===== config.mk =====
export PLATFORM = sky130hd
export DESIGN_NAME = min_pairwise_distance_2d
export DESIGN_NICKNAME = d
export VERILOG_FILES = /design/src/hw/rtl/mdp_pkg.sv /design/src/hw/rtl/mdp_cell.sv /design/src/hw/rtl/mdp_dist.sv /design/src/hw/rtl/mdp_isqrt.sv /design/src/hw/rtl/min_pairwise_distance_2d.sv
export SDC_FILE = /design/constraint.sdc
export NUM_CORES = 2
export LEC_CHECK = 0
export ABC_AREA = 1
export BUFFER_PORTS_ARGS = -buffer_cell sky130_fd_sc_hd__buf_2
export CORE_MARGIN = 4
export CORE_UTILIZATION = 63
export CTS_BUF_LIST = sky130_fd_sc_hd__clkbuf_16
export CTS_CLUSTER_DIAMETER = 50
export DETAILED_ROUTE_END_ITERATION = 8
export GPL_ROUTABILITY_DRIVEN = 0
export GPL_TIMING_DRIVEN = 0
export PLACE_DENSITY = 0.81
export SYNTH_ARGS = -nofsm -noshare
export SYNTH_HDL_FRONTEND = slang
export SYNTH_SLANG_ARGS = --single-unit
export TNS_END_PERCENT = 100

===== constraint.sdc =====
create_clock -name clk -period 63.2 [get_ports clk]
set_input_delay 3.16 -clock clk [delete_from_list [all_inputs] [get_ports clk]]
set_output_delay 3.16 -clock clk [all_outputs]
set_load 0.02 [all_outputs]

===== src/hw/rtl/mdp_pkg.sv =====
// mdp_pkg: shared constants, types and state codes for the minimum pairwise
// distance block
// no dependencies
package mdp_pkg;

  // capacity of the point ring
  localparam int MAX_POINTS = 64;
  localparam int COORD_W    = 17;
  localparam int SQ_W       = 2 * COORD_W;
  localparam int ROOT_W     = SQ_W / 2;
  localparam int CNT_W      = $clog2(MAX_POINTS + 1);
  localparam int IDX_W      = $clog2(MAX_POINTS);
  localparam int STEP_W     = $clog2(ROOT_W + 1);

  typedef logic [COORD_W-1:0] coord_t;
  typedef logic [SQ_W-1:0]    square_t;
  typedef logic [ROOT_W-1:0]  root_t;

  localparam square_t SQ_ALL_ONES = '1;

  // one squared distance leaving the distance pipeline
  typedef struct packed {
    logic    valid;
    square_t square;
  } dist_res_t;

  // sequencer states
  typedef enum logic [2:0] {
    ST_IDLE,
    ST_SCAN,
    ST_INSERT,
    ST_DRAIN,
    ST_ROOT,
    ST_EMIT
  } state_t;

endpackage


===== src/hw/rtl/mdp_cell.sv =====
// mdp_cell: one cell of the point ring, holds one stored point and passes it
// to its neighbor on every shift
// depends on mdp_pkg
module mdp_cell
  import mdp_pkg::*;
(
  input  logic   clk,
  input  logic   shift_en,
  input  coord_t x_in,
  input  coord_t y_in,
  output coord_t x_out,
  output coord_t y_out
);

  coord_t x_hold;
  coord_t y_hold;

  // point register, payload only
  always_ff @(posedge clk) begin
    if (shift_en) begin
      x_hold <= x_in;
      y_hold <= y_in;
    end
  end

  assign x_out = x_hold;
  assign y_out = y_hold;

endmodule


===== src/hw/rtl/mdp_dist.sv =====
// mdp_dist: three-stage squared euclidean distance unit with saturation to
// the square width
// depends on mdp_pkg
module mdp_dist
  import mdp_pkg::*;
(
  input  logic      clk,
  input  logic      rst,
  input  logic      req_valid,
  input  coord_t    ax,
  input  coord_t    ay,
  input  coord_t    bx,
  input  coord_t    by,
  output dist_res_t res,
  output logic      busy
);

  logic              v1;
  logic              v2;
  logic              res_valid;
  coord_t            dx;
  coord_t            dy;
  square_t           sqx;
  square_t           sqy;
  square_t           sqx_c;
  square_t           sqy_c;
  logic [SQ_W:0]     sum_c;
  square_t           sat_c;
  square_t           res_square;

  // products of the registered differences
  assign sqx_c = dx * dx;
  assign sqy_c = dy * dy;

  // sum and clamp to all ones
  assign sum_c = {1'b0, sqx} + {1'b0, sqy};
  assign sat_c = sum_c[SQ_W] ? SQ_ALL_ONES : sum_c[SQ_W-1:0];

  // valid pipeline
  always_ff @(posedge clk) begin
    if (rst) begin
      v1        <= 1'b0;
      v2        <= 1'b0;
      res_valid <= 1'b0;
    end else begin
      v1        <= req_valid;
      v2        <= v1;
      res_valid <= v2;
    end
  end

  // data pipeline
  always_ff @(posedge clk) begin
    dx         <= (ax > bx) ? (ax - bx) : (bx - ax);
    dy         <= (ay > by) ? (ay - by) : (by - ay);
    sqx        <= sqx_c;
    sqy        <= sqy_c;
    res_square <= sat_c;
  end

  assign res  = '{valid: res_valid, square: res_square};
  assign busy = v1 | v2 | res_valid;

endmodule


===== src/hw/rtl/mdp_isqrt.sv =====
// mdp_isqrt: bit-serial floor square root, one result bit per cycle
// depends on mdp_pkg
module mdp_isqrt
  import mdp_pkg::*;
(
  input  logic    clk,
  input  logic    rst,
  input  logic    start,
  input  square_t value,
  output root_t   root,
  output logic    done
);

  localparam int REM_W = ROOT_W + 2;

  logic [STEP_W-1:0] steps_left;
  logic [REM_W-1:0]  rem;
  square_t           operand;
  logic [REM_W+1:0]  rem_try;
  logic [REM_W+1:0]  trial;
  logic              fits;

  // next two bits of the operand against the trial subtrahend
  assign rem_try = {rem, operand[SQ_W-1 -: 2]};
  assign trial   = {2'b00, root, 2'b01};
  assign fits    = rem_try >= trial;

  // step counter and done pulse
  always_ff @(posedge clk) begin
    if (rst) begin
      steps_left <= '0;
      done       <= 1'b0;
    end else begin
      done <= 1'b0;
      if (start) begin
        steps_left <= STEP_W'(ROOT_W);
      end else if (steps_left != '0) begin
        steps_left <= steps_left - 1'b1;
        if (steps_left == STEP_W'(1)) begin
          done <= 1'b1;
        end
      end
    end
  end

  // remainder, root and operand registers
  always_ff @(posedge clk) begin
    if (start) begin
      rem     <= '0;
      root    <= '0;
      operand <= value;
    end else if (steps_left != '0) begin
      rem     <= fits ? REM_W'(rem_try - trial) : REM_W'(rem_try);
      root    <= {root[ROOT_W-2:0], fits};
      operand <= {operand[SQ_W-3:0], 2'b00};
    end
  end

endmodule


===== src/hw/rtl/min_pairwise_distance_2d.sv =====
// Minimum pairwise distance of a set of 2D points. Each accepted point that
// fits is compared with every stored point and the smallest squared distance
// is kept; the point marked last_point closes the set and yields one result,
// the floor square root of that minimum, with no_pair set when fewer than two
// points were stored and overflow set when points past the 64-point capacity
// were dropped. Stored points sit in a ring of 64 cells that rotates once
// around per point, past one shared three-stage distance unit; each point runs
// through the ring rotation, the insert step and the pipeline drain, while a
// dropped point goes straight to the drain. The last point adds the bit-serial
// square root (skipped with under two stored points) and the result load. A new
// point is taken while an earlier result still waits in the output register.
// depends on mdp_pkg, mdp_cell, mdp_dist, mdp_isqrt
module min_pairwise_distance_2d
  import mdp_pkg::*;
(
  input  logic   clk,
  input  logic   rst,
  input  logic   in_valid,
  output logic   in_ready,
  input  coord_t x_coord,
  input  coord_t y_coord,
  input  logic   last_point,
  output logic   out_valid,
  input  logic   out_ready,
  output coord_t min_distance,
  output logic   no_pair,
  output logic   overflow
);

  state_t            state;
  state_t            state_next;
  logic              accept;
  logic [CNT_W-1:0]  point_count;
  square_t           best_square;
  logic              dropped_flag;
  coord_t            cur_x;
  coord_t            cur_y;
  logic              cur_last;
  logic [IDX_W-1:0]  scan_step;
  logic [CNT_W-1:0]  scan_orig;
  logic              ring_shift;
  logic              ring_insert;
  logic              cmp_issue;
  logic              root_start;
  logic              out_load;
  logic              pipe_busy;
  logic              root_done;
  root_t             root_val;
  dist_res_t         dist_res;
  coord_t            cell_x [MAX_POINTS];
  coord_t            cell_y [MAX_POINTS];
  coord_t            head_x;
  coord_t            head_y;

  assign in_ready = (state == ST_IDLE);
  assign accept   = in_valid & in_ready;

  // original slot of the point now at the ring tail
  assign scan_orig = CNT_W'(MAX_POINTS - 1) - {1'b0, scan_step};

  // ring of stored points, head takes the tail or the new point
  assign head_x = ring_insert ? cur_x : cell_x[MAX_POINTS-1];
  assign head_y = ring_insert ? cur_y : cell_y[MAX_POINTS-1];

  for (genvar i = 0; i < MAX_POINTS; i++) begin : g_ring
    if (i == 0) begin : g_head
      mdp_cell u_cell (
        .clk      (clk),
        .shift_en (ring_shift),
        .x_in     (head_x),
        .y_in     (head_y),
        .x_out    (cell_x[i]),
        .y_out    (cell_y[i])
      );
    end else begin : g_body
      mdp_cell u_cell (
        .clk      (clk),
        .shift_en (ring_shift),
        .x_in     (cell_x[i-1]),
        .y_in     (cell_y[i-1]),
        .x_out    (cell_x[i]),
        .y_out    (cell_y[i])
      );
    end
  end

  // shared distance unit at the ring tail
  mdp_dist u_dist (
    .clk       (clk),
    .rst       (rst),
    .req_valid (cmp_issue),
    .ax        (cur_x),
    .ay        (cur_y),
    .bx        (cell_x[MAX_POINTS-1]),
    .by        (cell_y[MAX_POINTS-1]),
    .res       (dist_res),
    .busy      (pipe_busy)
  );

  // square root of the minimum
  mdp_isqrt u_isqrt (
    .clk   (clk),
    .rst   (rst),
    .start (root_start),
    .value (best_square),
    .root  (root_val),
    .done  (root_done)
  );

  // next state and sequencer controls
  always_comb begin
    state_next  = state;
    ring_shift  = 1'b0;
    ring_insert = 1'b0;
    cmp_issue   = 1'b0;
    root_start  = 1'b0;
    out_load    = 1'b0;
    unique case (state)
      ST_IDLE: begin
        if (accept) begin
          state_next = (point_count == CNT_W'(MAX_POINTS)) ? ST_DRAIN : ST_SCAN;
        end
      end
      ST_SCAN: begin
        ring_shift = 1'b1;
        cmp_issue  = scan_orig < point_count;
        if (scan_step == IDX_W'(MAX_POINTS - 1)) begin
          state_next = ST_INSERT;
        end
      end
      ST_INSERT: begin
        ring_shift  = 1'b1;
        ring_insert = 1'b1;
        state_next  = ST_DRAIN;
      end
      ST_DRAIN: begin
        if (!pipe_busy) begin
          if (!cur_last) begin
            state_next = ST_IDLE;
          end else if (point_count < CNT_W'(2)) begin
            state_next = ST_EMIT;
          end else begin
            root_start = 1'b1;
            state_next = ST_ROOT;
          end
        end
      end
      ST_ROOT: begin
        if (root_done) begin
          state_next = ST_EMIT;
        end
      end
      ST_EMIT: begin
        if (!out_valid || out_ready) begin
          out_load   = 1'b1;
          state_next = ST_IDLE;
        end
      end
      default: begin
        state_next = ST_IDLE;
      end
    endcase
  end

  // state register
  always_ff @(posedge clk) begin
    if (rst) begin
      state <= ST_IDLE;
    end else begin
      state <= state_next;
    end
  end

  // set state: count, running minimum, drop flag
  always_ff @(posedge clk) begin
    if (rst) begin
      point_count  <= '0;
      best_square  <= SQ_ALL_ONES;
      dropped_flag <= 1'b0;
    end else if (out_load) begin
      point_count  <= '0;
      best_square  <= SQ_ALL_ONES;
      dropped_flag <= 1'b0;
    end else begin
      if (accept && point_count == CNT_W'(MAX_POINTS)) begin
        dropped_flag <= 1'b1;
      end
      if (ring_insert) begin
        point_count <= point_count + 1'b1;
      end
      if (dist_res.valid && dist_res.square < best_square) begin
        best_square <= dist_res.square;
      end
    end
  end

  // current request and rotation step
  always_ff @(posedge clk) begin
    if (accept) begin
      cur_x     <= x_coord;
      cur_y     <= y_coord;
      cur_last  <= last_point;
      scan_step <= '0;
    end else if (state == ST_SCAN) begin
      scan_step <= scan_step + 1'b1;
    end
  end

  // output register
  always_ff @(posedge clk) begin
    if (rst) begin
      out_valid <= 1'b0;
    end else if (out_load) begin
      out_valid <= 1'b1;
    end else if (out_ready) begin
      out_valid <= 1'b0;
    end
  end

  always_ff @(posedge clk) begin
    if (out_load) begin
      min_distance <= (point_count < CNT_W'(2)) ? '0 : coord_t'(root_val);
      no_pair      <= point_count < CNT_W'(2);
      overflow     <= dropped_flag;
    end
  end

`ifndef SYNTHESIS
  a_count_cap: assert property (@(posedge clk) disable iff (rst)
    point_count <= CNT_W'(MAX_POINTS))
    else $error("point count beyond capacity");

  a_dist_in_work: assert property (@(posedge clk) disable iff (rst)
    dist_res.valid |-> (state == ST_SCAN || state == ST_INSERT || state == ST_DRAIN))
    else $error("distance result outside of a point's work");

  a_root_done_state: assert property (@(posedge clk) disable iff (rst)
    root_done |-> state == ST_ROOT)
    else $error("square root finished outside of the root state");

  a_accept_leaves_idle: assert property (@(posedge clk) disable iff (rst)
    accept |=> state != ST_IDLE)
    else $error("accepted request did not start work");

  a_root_quiet_pipe: assert property (@(posedge clk) disable iff (rst)
    state == ST_ROOT |-> !pipe_busy)
    else $error("distance pipeline busy during square root");
`endif

endmodule


After elaboration in Yosys (flattened, before gate mapping)
Cells that the tools add are included.
{"block": "totals", "in_bits": 39, "word_cells": 233, "out_inout_bits": 21, "ff_bits": 2497}
{"block": "classes", "n_lt_le_gt_ge": 6, "n_reduce_logical": 14, "bitwise": 5, "mul": 2, "addsub": 10, "n_mux": 29, "eq_ne": 13}
{"cell": "multiplier 17 x 17 -> 34 bit", "count": 2}
{"cell": "two-way mux 17 bit", "count": 4}
{"cell": "two-way mux 34 bit", "count": 2}
{"cell": "subtractor 17 bit", "count": 4}
{"cell": "adder 34 x 34 -> 35 bit", "count": 1}
{"cell": "> comparator 17 bit", "count": 2}
{"cell": "< comparator 34 bit", "count": 1}
{"cell": ">= comparator 21 x 19 -> 1 bit", "count": 1}
{"cell": "two-way mux 19 bit", "count": 1}
{"cell": "subtractor 19 bit", "count": 1}
{"cell": "two-way mux 3 bit", "count": 6}
{"cell": "case mux 3 bit (6 select lines)", "count": 1}
{"cell": "two-way mux 1 bit", "count": 12}
{"cell": "two-way mux 5 bit", "count": 2}
{"cell": "OR reduction 2 bit", "count": 4}
{"cell": "adder 7 x 1 -> 7 bit (second input constant)", "count": 1}
{"cell": "== test 7 bit (second input constant)", "count": 1}
{"cell": "< comparator 7 x 2 -> 1 bit (second input constant)", "count": 1}
{"cell": "< comparator 7 bit", "count": 1}
{"cell": "subtractor 6 x 6 -> 7 bit (first input constant)", "count": 1}
{"cell": "adder 6 x 1 -> 6 bit (second input constant)", "count": 1}
{"cell": "== test 3 x 2 -> 1 bit (second input constant)", "count": 2}
{"cell": "== test 3 bit (second input constant)", "count": 2}
{"cell": "== test 6 bit (second input constant)", "count": 1}
{"cell": "other kinds (17)", "count": 24}

Depth between registers and ports, before layout
{"block": "depth", "depth_word": 6, "mapped_depth": 26}

Modules after synthesis
From an unflattened synthesis, not the netlist that was laid out.
{"block": "hier_totals", "cells_unflattened": 7414, "area_unflattened_um2": 103275.3}
{"module": "mdp_cell", "area_each_um2": 1021.0, "cells_each": 34, "instances": 64, "seq_area_each_um2": 1021.0}
{"module": "mdp_dist", "area_each_um2": 27767.9, "cells_each": 3975, "instances": 1, "seq_area_each_um2": 2742.6}
{"module": "min_pairwise_distance_2d", "area_each_um2": 5736.8, "cells_each": 655, "instances": 1, "seq_area_each_um2": 2662.6}
{"module": "mdp_isqrt", "area_each_um2": 4428.0, "cells_each": 608, "instances": 1, "seq_area_each_um2": 1861.8}

Worst setup path before layout
No wires, ideal clock.
{"block": "synth_path", "path_type": "flip-flop to flip-flop", "from": "register state[2]", "to": "register state[1]", "arrival_ps": 50958, "required_ps": 63016, "path_buffers": 1, "setup_time_ps": 184, "path_stages_with_launch": 7, "path_slack_ps": 12057, "path_cell_list": "dfxtp_1 -> inv_1 -> nand3_1 -> buf_2 -> nand2_1 -> o21ai_0 -> a21oi_1"}
{"block": "synth_via", "elab_chain_len": 4, "word_cells_on_any_way": 14}
{"element": "from (decl)", "line": "min_pairwise_distance_2d.sv:30", "source": "state_t state;"}
{"element": "from (signal assigned)", "line": "min_pairwise_distance_2d.sv:170", "source": "state <= state_next;"}
{"element": "zero test 3 bit", "line": "min_pairwise_distance_2d.sv:55, min_pairwise_distance_2d.sv:118"}
{"element": "bitwise AND 1 bit", "line": "min_pairwise_distance_2d.sv:56", "source": "assign accept = in_valid & in_ready;"}
{"element": "inequality test 2 x 1 -> 1 bit (no line)"}
{"element": "AND reduction 5 bit (no line)"}
Parallel ways exist; a longest one is shown, timed or not.
A chain may end at the register's enable or synchronous reset.

Worst setup path after layout
{"block": "layout_path", "from": "register u_dist.dy[5]", "to": "register u_dist.sqy[32]"}
{"block": "layout_via", "elab_chain_len": 1}
{"element": "from (decl)", "line": "mdp_dist.sv:22", "source": "coord_t dy;"}
{"element": "from (signal assigned)", "line": "mdp_dist.sv:55", "source": "dy <= (ay > by) ? (ay - by) : (by - ay);"}
{"element": "multiplier 17 x 17 -> 34 bit", "line": "mdp_dist.sv:33", "source": "assign sqy_c = dy * dy;"}
{"element": "net u_dist.sqy_c[32]", "line": "mdp_dist.sv:26", "source": "square_t sqy_c;"}
{"element": "to (signal assigned)", "line": "mdp_dist.sv:57", "source": "sqy <= sqy_c;"}
{"element": "to (decl)", "line": "mdp_dist.sv:24", "source": "square_t sqy;"}
The timed path passes the listed nets, and every way through them passes these cells.

==> flow_summary_export.csv <==
group,metric,value,unit
placed_design,port_buffers,58,
timing,slew_violations,0,
cts,clkTransAtPathRegs,0.06,ns
floorplanning,die_y,408,um
synthesis,syn_area_per_cell,14.8,um2
floorplanning,die_area,167000,um2
placed_design,dpl.hpwl,114000,um
layout,syn_to_final_growth,11.4,%
cts,cts_tree,"yes",
timing,setup_viol,0,
layout,final_layout_size_suffix_gt1_frac,0.0748,
grt,gr-max-usage-layer,"met2",
detailed_routing,drtPass1Iterations,9,
cts,htree_num_levels,4,
timing,clock.fmax,0.141,GHz
floorplanning,fp.coreArea,159000,um2
timing,maxSlewHeadroom,0.363,
timing,finClkSkew,0.0898,ns
grt,grt_use_met3,0.0524,
timing,period_needed,7.11,ns
run_status,violations,"DRC",
cts,cts_sinks,2495,
grt,grt_overflow,0,
detailed_routing,via_per_inst,5.64,
cts,cts_setup_buffers,0,
cts,cts_resized,0,
synthesis,ys_ff_latch,2495,
detailed_routing,ant_nets,0,
placed_design,dp_cells,8968,
layout,nets,7930,
floorplanning,start_util,0.635,
grt,grt_max_degree,83,
floorplanning,ioPinCount,60,
synthesis,synthDominantCellAreaShare,0.674,
grt,antenna_found_initial,2,
detailed_routing,drc,1,
synthesis,yosysWarnings,0,
detailed_routing,drt_iter0_drc,5830,
floorplanning,num_rows,146,
grt,use_met1,0.329,
synthesis,syn_nets,7605,
setup_path,crit_type,"reg2reg",
cts,cts_buffers,231,
run_status,status,"finished, violations left",
timing,hold_viol,0,
setup_path,critPathCaptureType,"register",
floorplanning,die-width,408,um
grt,grt_pass1_vias,54831,
synthesis,yosysUniqueCellTypes,55,
synthesis,ys_seq_area_frac,0.720,
timing,fin_tns_setup,0,ns
detailed_routing,drt-wirelength-per-cell,20.6,um
placed_design,place_ws,56.50,ns
timing,min_period_over_period,0.112,
grt,grt_pass1_wl,308000,um
timing,layout_setup_ws,56.09,ns
setup_path,crit_required,63.88,ns
setup_path,crit_path_max_fanout,10,
synthesis,synth_area_leaders,"edfxtp_1 (67%), fa_1 (7.6%), ha_1 (4.7%), dfxtp_1 (4.6%), inv_1 (4.0%)",
setup_path,r2r_setup_slack,56.09,ns
cts,cts_hold_buf,0,
grt,grt_usage,0.237,
cts,clockRootBuffer,"clkbuf_16",
timing,tightest_slew,0.955,ns
setup_path,start_kind,"register",
cts,clock_path_buffers,3,
synthesis,synth_cells,6804,
run,maxCapViolCount,0,
setup_path,worstPathArrival,7.79,ns
timing,grt_setup_unrepaired,"false",
synthesis,syn_area,101000,um2
layout,fin_cells,9396,
cts,clock_latency,0.86,ns
synthesis,yosys.area.top_type,"edfxtp_1",
detailed_routing,num_vias,53040,
layout,fill_cells,9471,
detailed_routing,totalWireLength,194000,um
grt,use_met2,0.366,
hold_path,min_path_type,"reg2reg",
==> per-layer routing <==
| layer | vias to the layer above | routed length [um] | part of all wire |
|---|---|---|---|
| met5 | - | 20 | 0.00010 |
| met4 | 4 | 9850 | 0.051 |
| met3 | 815 | 15000 | 0.078 |
| met2 | 2618 | 89600 | 0.46 |
| met1 | 25822 | 79300 | 0.41 |
| li1 | 23781 | - | - |
==> sequential cells by signal, summed over array words and instances (netlist names), 19 cells and up <==
signal	count
best_square	34
u_dist.sqy	33
u_isqrt.rem	19
g_ring.g_body.u_cell.x_out	1071
u_dist.sqx	33
u_isqrt.operand	34
u_dist.res_square	34
g_ring.g_body.u_cell.y_out	1071
==> Yosys cell counts, drive strengths merged <==
master   count
a22oi       16
a2111oi      1
a21o        19
nand3      196
o21ai      209
o31ai        1
a31oi        5
nand4       63
ha         377
edfxtp    2264
nor4         8
xnor2       37
nor3b        1
inv       1088
fa         385
and2         1
buf         44
clkinv       2
o21bai      37
a21oi      225
xor2       104
o311ai       1
o21a         7
mux2         1
o22ai        2
nand3b      13
a21boi      12
nand2     1052
dfxtp      231
or2          5
nor2       246
and3         4
nor3        41
o211ai       5
clkbuf      99
a211oi       2
==> layout make-up <==
cell class | instances | area, um2 | area share
Antenna cell | 1 | 2.50 | 0.0000223
Timing Repair Buffer | 92 | 1200 | 0.0107
Clock inverter | 195 | 1920 | 0.0171
Sequential cell | 2495 | 72600 | 0.646
Inverter | 1090 | 4100 | 0.0365
Buffer | 143 | 644 | 0.00574
Multi-Input combinational cell | 3076 | 23500 | 0.209
Tap cell | 2072 | 2590 | 0.0231
Clock buffer | 232 | 5810 | 0.0517
==> layout by cell type (no fill, tap or decap), drive strengths merged, types with 209 or more instances in the layout <==
cell,count
a21oi,225
clkbuf,331
dfxtp,231
edfxtp,2264
fa,385
ha,377
inv,1146
nand2,1052
nor2,246
o21ai,209
==> worst paths after layout <==
check / startpoint / to / cells after the start
worst min-delay path: g_ring[49].g_body.u_cell.y_out[14] / g_ring[50].g_body.u_cell.y_out[14] / 0
worst min register to register: g_ring[49].g_body.u_cell.y_out[14] / g_ring[50].g_body.u_cell.y_out[14] / 0
worst max register to register: u_dist.dy[5] / u_dist.sqy[32] / 22
worst max-delay path: u_dist.dy[5] / u_dist.sqy[32] / 22
==> stage by stage <==
stage	area, um2	hold WS [ns]	util
global placement	104000	0.341	0.653
finish	112000	0.365	0.708
global route	112000	0.377	0.708
floorplan	101000	0.329	-
CTS	112000	0.375	0.708
detailed placement	105000	0.367	0.659
==> critical path: stages, from the launching register on <==
cell	delay, ns
dfxtp_1	0.53
clkbuf_1	0.46
clkbuf_1	0.66
nand2_1	0.19
fa_1	0.59
inv_1	0.07
fa_1	0.51
inv_1	0.08
fa_1	0.57
inv_1	0.06
fa_1	0.46
fa_1	0.49
inv_1	0.05
fa_1	0.52
inv_1	0.05
ha_1	0.39
nand2_1	0.11
nor2_1	0.22
nand4_1	0.10
o21ai_0	0.50
nand3_1	0.18
nand3_1	0.12
nand2_1	0.08
==> logic make-up after synthesis <==
group                      count (synthesis)  synth area share
muxes                                      1          0.000112
adders and majority gates                762             0.123
xor gates and xnor gates                 141            0.0122
buffers and inverters                   1233            0.0471
AOI/OAI and AO/OA                        542            0.0297
DFF                                     2495             0.720
and+or+nand+nor                         1630            0.0675
Power is left out: the tool's default activity adds up to more than one toggle a clock period on the data nets, which glitch-free logic cannot reach.
